<file path="src/hw/rtl/lti_pkg.sv">
// Shared constants, types and the tetrahedron corner table of the 3D LUT interpolator.
// Depends on nothing; imported by every module of the block except lti_ram.
`timescale 1ns / 1ps
`default_nettype none

package lti_pkg;

  localparam int GRID_MAX   = 33;
  localparam int COLOR_BITS = 16;
  localparam int FRAC_BITS  = 16;

  localparam int CELLS   = GRID_MAX * GRID_MAX * GRID_MAX;
  localparam int AW      = $clog2(CELLS);
  localparam int GW      = $clog2(GRID_MAX + 1);
  localparam int CFG_W   = 6;
  localparam int IDX_W   = 16;
  localparam int COORD_W = FRAC_BITS + 1;
  localparam int PROD_W  = COORD_W + GW;
  localparam int T1_W    = $clog2(GRID_MAX * GRID_MAX);
  localparam int DIFF_W  = COLOR_BITS + 1;
  localparam int MUL_W   = DIFF_W + FRAC_BITS + 1;
  localparam int ACC_W   = COLOR_BITS + FRAC_BITS + 4;
  localparam int NCORN   = 8;

  localparam logic [CFG_W-1:0]        GRID_RESET = CFG_W'(GRID_MAX);
  localparam logic [COORD_W-1:0]      ONE_FX     = COORD_W'(1 << FRAC_BITS);
  localparam logic signed [ACC_W-1:0] HALF_FX    = ACC_W'(1 << (FRAC_BITS - 1));

  typedef logic [COLOR_BITS-1:0] color_t;
  typedef color_t [2:0]          rgb_t;     // [0] red, [1] green, [2] blue
  typedef logic [AW-1:0]         addr_t;
  typedef logic [FRAC_BITS-1:0]  frac_t;

  // Tetrahedra in the order in which ties are resolved.
  typedef enum logic [2:0] {
    TET_XYZ, TET_XZY, TET_ZXY, TET_YXZ, TET_YZX, TET_ZYX
  } tetra_e;

  typedef struct packed {
    logic                 op;
    logic [IDX_W-1:0]     idx;
    rgb_t                 color;
    logic [COORD_W-1:0]   cx;
    logic [COORD_W-1:0]   cy;
    logic [COORD_W-1:0]   cz;
  } req_t;

  typedef struct packed {
    logic   valid;
    logic   pix;
    tetra_e tetra;
    frac_t  fx;
    frac_t  fy;
    frac_t  fz;
  } side_t;

  // Corner pairs (plus, minus) for the x, y and z weights, most significant first.
  // Corner number is {xi, yi, zi} with 1 meaning the upper grid point.
  function automatic logic [17:0] tetra_pairs(tetra_e t);
    logic [17:0] p;
    case (t)
      TET_XYZ: p = {3'd4, 3'd0, 3'd6, 3'd4, 3'd7, 3'd6};
      TET_XZY: p = {3'd4, 3'd0, 3'd7, 3'd5, 3'd5, 3'd4};
      TET_ZXY: p = {3'd5, 3'd1, 3'd7, 3'd5, 3'd1, 3'd0};
      TET_YXZ: p = {3'd6, 3'd2, 3'd2, 3'd0, 3'd7, 3'd6};
      TET_YZX: p = {3'd7, 3'd3, 3'd2, 3'd0, 3'd3, 3'd2};
      TET_ZYX: p = {3'd7, 3'd3, 3'd3, 3'd1, 3'd1, 3'd0};
      default: p = '0;
    endcase
    return p;
  endfunction

endpackage

`default_nettype wire

</file>
<file path="src/hw/rtl/lti_addr.sv">
// Front of the pipeline: coordinate scaling, cell corners, tetrahedron choice, the
// eight corner addresses and the table write port. Depends on lti_pkg.
`timescale 1ns / 1ps
`default_nettype none

module lti_addr (
  input  wire logic                      clk_i,
  input  wire logic                      rst_ni,
  input  wire logic                      en_i,
  input  wire logic [lti_pkg::CFG_W-1:0] grid_i,
  input  wire logic                      in_valid_i,
  input  wire lti_pkg::req_t             req_i,
  output lti_pkg::side_t                 side_o,
  output lti_pkg::addr_t                 addr_o [lti_pkg::NCORN],
  output logic                           we_o,
  output lti_pkg::rgb_t                  wdata_o
);
  import lti_pkg::*;

  logic [GW-1:0] n, nm1;

  always_comb begin
    if (grid_i < CFG_W'(2)) begin
      n = GW'(2);
    end else if (32'(grid_i) > GRID_MAX) begin
      n = GW'(GRID_MAX);
    end else begin
      n = GW'(grid_i);
    end
    nm1 = n - GW'(1);
  end

  // Stage A: scale by n-1, split into base index and fraction.
  logic [COORD_W-1:0] coord [3];
  logic [COORD_W-1:0] sat [3];
  logic [PROD_W-1:0]  prod [3];
  logic [GW-1:0]      a_lo_d [3];
  frac_t              a_fr_d [3];

  always_comb begin
    coord[0] = req_i.cx;
    coord[1] = req_i.cy;
    coord[2] = req_i.cz;
    for (int k = 0; k < 3; k++) begin
      sat[k]    = (coord[k] > ONE_FX) ? ONE_FX : coord[k];
      prod[k]   = PROD_W'(sat[k]) * PROD_W'(nm1);
      a_lo_d[k] = prod[k][FRAC_BITS +: GW];
      a_fr_d[k] = prod[k][FRAC_BITS-1:0];
    end
  end

  logic          a_valid_q, a_op_q, a_wr_q;
  addr_t         a_idx_q;
  rgb_t          a_color_q;
  logic [GW-1:0] a_lo_q [3];
  frac_t         a_fr_q [3];

  always_ff @(posedge clk_i or negedge rst_ni) begin
    if (!rst_ni) begin
      a_valid_q <= 1'b0;
    end else if (en_i) begin
      a_valid_q <= in_valid_i;
    end
  end

  always_ff @(posedge clk_i) begin
    if (en_i) begin
      a_op_q    <= req_i.op;
      a_wr_q    <= (32'(req_i.idx) < CELLS);
      a_idx_q   <= addr_t'(req_i.idx);
      a_color_q <= req_i.color;
      a_lo_q    <= a_lo_d;
      a_fr_q    <= a_fr_d;
    end
  end

  // Stage B: upper corner held at the top of the grid, tetrahedron choice.
  logic [GW-1:0] b_hi_d [3];
  tetra_e        b_tetra_d;

  always_comb begin
    for (int k = 0; k < 3; k++) begin
      b_hi_d[k] = (a_lo_q[k] == nm1) ? a_lo_q[k] : a_lo_q[k] + GW'(1);
    end
    if (a_fr_q[0] >= a_fr_q[1] && a_fr_q[1] >= a_fr_q[2]) begin
      b_tetra_d = TET_XYZ;
    end else if (a_fr_q[0] >= a_fr_q[2] && a_fr_q[2] >= a_fr_q[1]) begin
      b_tetra_d = TET_XZY;
    end else if (a_fr_q[2] >= a_fr_q[0] && a_fr_q[0] >= a_fr_q[1]) begin
      b_tetra_d = TET_ZXY;
    end else if (a_fr_q[1] >= a_fr_q[0] && a_fr_q[0] >= a_fr_q[2]) begin
      b_tetra_d = TET_YXZ;
    end else if (a_fr_q[1] >= a_fr_q[2] && a_fr_q[2] >= a_fr_q[0]) begin
      b_tetra_d = TET_YZX;
    end else begin
      b_tetra_d = TET_ZYX;
    end
  end

  logic          b_valid_q, b_op_q, b_wr_q;
  addr_t         b_idx_q;
  rgb_t          b_color_q;
  logic [GW-1:0] b_lo_q [3];
  logic [GW-1:0] b_hi_q [3];
  frac_t         b_fr_q [3];
  tetra_e        b_tetra_q;

  always_ff @(posedge clk_i or negedge rst_ni) begin
    if (!rst_ni) begin
      b_valid_q <= 1'b0;
    end else if (en_i) begin
      b_valid_q <= a_valid_q;
    end
  end

  always_ff @(posedge clk_i) begin
    if (en_i) begin
      b_op_q    <= a_op_q;
      b_wr_q    <= a_wr_q;
      b_idx_q   <= a_idx_q;
      b_color_q <= a_color_q;
      b_lo_q    <= a_lo_q;
      b_hi_q    <= b_hi_d;
      b_fr_q    <= a_fr_q;
      b_tetra_q <= b_tetra_d;
    end
  end

  // Stage C: row offsets xi*n+yi for the four (x, y) corner pairs.
  logic [T1_W-1:0] c_t1_d [4];
  logic [GW-1:0]   xi, yi;
  logic [2*GW-1:0] row;

  always_comb begin
    xi  = '0;
    yi  = '0;
    row = '0;
    for (int j = 0; j < 4; j++) begin
      xi        = j[1] ? b_hi_q[0] : b_lo_q[0];
      yi        = j[0] ? b_hi_q[1] : b_lo_q[1];
      row       = (2*GW)'(xi) * (2*GW)'(n) + (2*GW)'(yi);
      c_t1_d[j] = T1_W'(row);
    end
  end

  logic            c_valid_q, c_op_q, c_wr_q;
  addr_t           c_idx_q;
  rgb_t            c_color_q;
  logic [T1_W-1:0] c_t1_q [4];
  logic [GW-1:0]   c_zlo_q, c_zhi_q;
  frac_t           c_fr_q [3];
  tetra_e          c_tetra_q;

  always_ff @(posedge clk_i or negedge rst_ni) begin
    if (!rst_ni) begin
      c_valid_q <= 1'b0;
    end else if (en_i) begin
      c_valid_q <= b_valid_q;
    end
  end

  always_ff @(posedge clk_i) begin
    if (en_i) begin
      c_op_q    <= b_op_q;
      c_wr_q    <= b_wr_q;
      c_idx_q   <= b_idx_q;
      c_color_q <= b_color_q;
      c_t1_q    <= c_t1_d;
      c_zlo_q   <= b_lo_q[2];
      c_zhi_q   <= b_hi_q[2];
      c_fr_q    <= b_fr_q;
      c_tetra_q <= b_tetra_q;
    end
  end

  // Stage D: full corner addresses; a table write drives its own index to every copy.
  addr_t                 d_addr_d [NCORN];
  logic [T1_W+GW-1:0]    lin;

  always_comb begin
    lin = '0;
    for (int k = 0; k < NCORN; k++) begin
      lin = (T1_W+GW)'(c_t1_q[k/2]) * (T1_W+GW)'(n)
          + (T1_W+GW)'(k[0] ? c_zhi_q : c_zlo_q);
      d_addr_d[k] = c_op_q ? addr_t'(lin) : c_idx_q;
    end
  end

  logic   d_valid_q, d_op_q, d_we_q;
  addr_t  d_addr_q [NCORN];
  rgb_t   d_color_q;
  frac_t  d_fr_q [3];
  tetra_e d_tetra_q;

  always_ff @(posedge clk_i or negedge rst_ni) begin
    if (!rst_ni) begin
      d_valid_q <= 1'b0;
      d_we_q    <= 1'b0;
    end else if (en_i) begin
      d_valid_q <= c_valid_q;
      d_we_q    <= c_valid_q && !c_op_q && c_wr_q;
    end
  end

  always_ff @(posedge clk_i) begin
    if (en_i) begin
      d_op_q    <= c_op_q;
      d_addr_q  <= d_addr_d;
      d_color_q <= c_color_q;
      d_fr_q    <= c_fr_q;
      d_tetra_q <= c_tetra_q;
    end
  end

  assign side_o.valid = d_valid_q;
  assign side_o.pix   = d_op_q;
  assign side_o.tetra = d_tetra_q;
  assign side_o.fx    = d_fr_q[0];
  assign side_o.fy    = d_fr_q[1];
  assign side_o.fz    = d_fr_q[2];
  assign addr_o       = d_addr_q;
  assign we_o         = d_we_q;
  assign wdata_o      = d_color_q;

endmodule

`default_nettype wire

</file>
<file path="config.mk">
export PLATFORM = sky130hd
export DESIGN_NAME = lti_addr
export DESIGN_NICKNAME = d
export VERILOG_FILES = /design/src/hw/rtl/lti_pkg.sv /design/src/hw/rtl/lti_addr.sv
export SDC_FILE = /design/constraint.sdc
export NUM_CORES = 2
export LEC_CHECK = 0
export BUFFER_PORTS_ARGS = -buffer_cell sky130_fd_sc_hd__buf_4
export CAP_MARGIN = 20
export CORE_MARGIN = 2
export CORE_UTILIZATION = 46
export DETAILED_ROUTE_END_ITERATION = 16
export GPL_TIMING_DRIVEN = 0
export SLEW_MARGIN = 30
export SYNTH_ARGS = -nofsm -noshare
export SYNTH_HDL_FRONTEND = slang
export SYNTH_SLANG_ARGS = --single-unit
</file>
<file path="constraint.sdc">
create_clock -name clk_i -period 6.6 [get_ports clk_i]
set_input_delay 0.33 -clock clk_i [delete_from_list [all_inputs] [get_ports clk_i]]
set_output_delay 0.33 -clock clk_i [all_outputs]
set_load 0.02 [all_outputs]
</file>
==> flow_metrics.tcl <==
set metrics [dict create \
    status "complete, no violations" \
    synth_async_sr_flop_share_pct 0.724 \
    crit_path_max_fanout 10 \
    multiInputGateArea_sq_mm 0.0237 \
    ioPinCount 356 \
    finalWorstPathRequiredPeriod_ps 6290 \
    critPathMaxStageDelay_ps 550 \
    vias_post_dr 29900 \
    required_ps 7040 \
    residual_drc_count 0 \
    finalInstanceArea_sq_mm 0.0548 \
    worst_setup_hold_path_clk_slew_ps 60 \
    synth-main-ff-cell "edfxtp_1" \
    crit_path_end "a_lo_q[4]" \
    post-route-period-util_pct 95.4 \
    drive_gt1_share_pct 12.7 \
    synth-seq-area-share_pct 44.4 \
    hold-worst-slack_ps 74.5 \
    met2_usage_pct 35.8 \
    overflow 0 \
    globalRouteTotalUtil_pct 21.9 \
    clock_path_buffers 3 \
    worst_slew_pin_slew_ps 1010 \
    dpl-instance-area_sq_mm 0.0513 \
    cts-htree-levels 3 \
    synth_edf_count 686 \
    fmax_mhz 159 \
    crit_path_end_kind "register" \
    final_core_utilization_pct 54.7 \
    routed_wirelength_mm 112 \
    antenna_found_initial 1 \
    critPathTopFamily "adder cells" \
    grt_setup_unrepaired "no" \
    final-max-slew-violation-count 0 \
    ff2ff_path_depth 16 \
    area_delta_synth_final_pct 17.5 \
    min-delay-path-class "input pin to register" \
    timing.final.hold_violations 0 \
    setup_viol_count_final 0 \
    number_of_global_route_vias_before_repair 30200 \
    ys_types 85 \
    final_cell_count_no_fill 5902 \
    crit_path_top_delay_cell "or4_4" \
    initial_utilization_pct 46.5 \
    count_of_cell_instances_traversed_by_the_critical_path 24 \
    place.port_buffers 354 \
    postSynthAreaPerCell_sq_um 11.8 \
    drt_pre_antenna_iters 7 \
    clock_buffer_count_from_cts 76 \
    synth_area_sq_mm 0.0467 \
    timing.setup.critical_path_class "input pin to register" \
    cp.buffers_inverters 6 \
    clock_latency_ps 670 \
    max-slew-margin-rel_pct 32.4 \
    dieWidth_um 322 \
    worst_ep_arrival_time_ps 6740 \
    die_area_sq_mm 0.104 \
    postSynthRegisterBits 691 \
    peakVddDrop_v 0.000353 \
    critical_path_cell_sequence "buf_4, or4_4, maj3_4, buf_4, clkinvlp_4, ha_1, nor3b_4, xnor2_4, nor2_4, clkbuf_2, and2_1, fa_1, inv_1, fa_1, fa_1, inv_1, ha_1, or2_2, o31a_1, a31o_2, a21o_1, a2111oi_2, nor2_1, o311ai_1" \
    leakage_power_of_the_design_nw 23.3 \
    globalRoute.busiestLayer "met2" \
    final-seq-area_sq_mm 0.0207 \
    layout_commonest_cell "edfxtp_1" \
    ant_nets 0 \
    grt_start_max_net_pins 97 \
    dp_cells 5681 \
    clk_root_buffer_cell "clkbuf_16" \
    power_density_mw_per_mm2 484 \
    most_frequent_cells_in_the_layout "edfxtp_1, inv_1, and2_1, buf_4, fa_1" \
    grt_use_met3_pct 3.09 \
    max-cap-violations 0 \
    r2r_start "c_t1_q[13]" \
    core_area_sq_mm 0.100 \
    rows 116 \
    final.setup_skew_ps 51.5 \
    ys.warnings.count 0 \
    hpwl_mm 86.9 \
    detail_route.iter0.violations 1820 \
    register_to_register_setup_slack_ps 1290 \
    grt_first_pass_wirelength_mm 175 \
    cts_num_sinks 691 \
    timing.rr.end "addr_o[63]" \
    filler_cells_inserted 8682 \
    met1_usage_pct 30.3 \
    post_drt_wl_per_cell_um 18.9 \
    post_synth_inst_count 3961 \
    gp_congestion 0.875 \
    layout.nets 5326 \
    critPathLaunchType "input pin" \
    drt-vias-per-instance 5.06 \
    tritoncts_clock_tree "yes" \
    die_y_um 322 \
    critical-path-top-cell-by-count "fa_1" \
    cp-startpoint "grid_i[3]" \
    syn-num-nets 4803 \
]
how the worst min path moves through the flow:
stage	slack [ps]	cells after the start	to	startpoint
floorplan	30	0	a_valid_q	rst_ni
global placement	130	1	d_valid_q	rst_ni
detailed placement	140	1	a_valid_q	rst_ni
CTS	30	2	a_fr_q[0]	req_i[0]
global route	80	2	a_fr_q[0]	req_i[0]
finish	70	2	a_fr_q[0]	req_i[0]
report_power, final:
part | switching [mW] | leakage, nW | internal [mW]
clock | 1.81 | 1.24 | 2.50
combinational | 9.12 | 15.3 | 6.29
sequential | 0.596 | 6.77 | 6.20
timing repair:
item                                   in CTS  in global routing
buffers inserted                            5                  8
resized for setup                          31                 18
hold buffers                               70                  0
pin swaps                                   2                  3
setup endpoints to repair                  50                 14
endpoints found under the hold margin      97                  0
flip-flops by register name (all words and copies together), names as in the netlist, 16 cells and up:
signal and flops:
a_idx_q 16, b_lo_q 18, wdata_o 48, c_t1_q 44
b_color_q 48, a_color_q 48, a_fr_q 48, addr_o 128
c_idx_q 16, side_o 48, b_idx_q 16, c_fr_q 48
b_fr_q 48, c_color_q 48, a_lo_q 18
synth_stat cells, types with 4 or more instances:
library cell,count,area [sq um]
edfxtp_1,686,20600
inv_1,557,2090
and2_1,426,2670
fa_1,368,7370
ha_1,348,4350
nand2_1,319,1200
xnor2_1,211,1850
a21oi_1,187,936
nor2_1,123,462
xor2_1,96,841
o21ai_0,81,405
clkbuf_1,69,259
a21o_1,65,488
nand3_1,39,195
o21bai_1,38,285
nor3_1,36,180
nand4_1,26,163
o21a_1,24,180
nor2b_1,23,144
nor4_1,21,131
o211ai_1,21,158
and3_1,18,113
or3_1,16,100
nand2b_1,14,87.6
a211oi_1,12,90.1
mux2_2,7,78.8
a2111oi_0,6,52.6
a31oi_1,6,37.5
dfrtp_1,5,125
o2111ai_1,5,43.8
or2_2,5,31.3
a31o_2,4,35.0
buf_4,4,30.0
o21ai_1,4,20.0
o221ai_1,4,35.0
o31ai_1,4,30.0
cells by family after synthesis:
logic type / share of synthesized area, %
multiplexers: 0.201
AO/OA/AOI/OAI: 6.96
XOR/XNOR: 5.76
adder cells (fa/ha/maj): 25.2
AND/OR/NAND/NOR: 12.3
flip-flops: 44.4
buffers and inverters: 5.16
cell type report:
cell class              instances  share of cell area, %
diodes                          1                0.00457
multi-input cells            2634                   43.2
well taps                    1357                   3.10
clock buffers                  96                   3.64
clock inverters                42                   1.05
flip-flops and latches        691                   37.8
repair buffers                446                   6.74
plain buffers                  78                  0.623
inverters                     557                   3.82
metrics by stage:
stage,setup slack [ps],setup TNS (ps),power (mW)
6_report,306,0,26.5
5_1_grt,1.47,0,28.8
4_1_cts,34.9,0,26.6
3_5_place_dp,-2480,-91140,22.1
3_3_place_gp,-3020,-463280,22.0
2_1_floorplan,53.6,0,18.0
metal layers:
layer / up-vias / wire, um / share of wire, %
met3: 171 / 5850 / 5.2
li1: 14400 / - / -
met4: 2 / 3420 / 3.1
met2: 752 / 51900 / 46
met5: - / 16 / 0.014
met1: 14600 / 50600 / 45
Note: power is estimated with default switching activity, not from simulation.
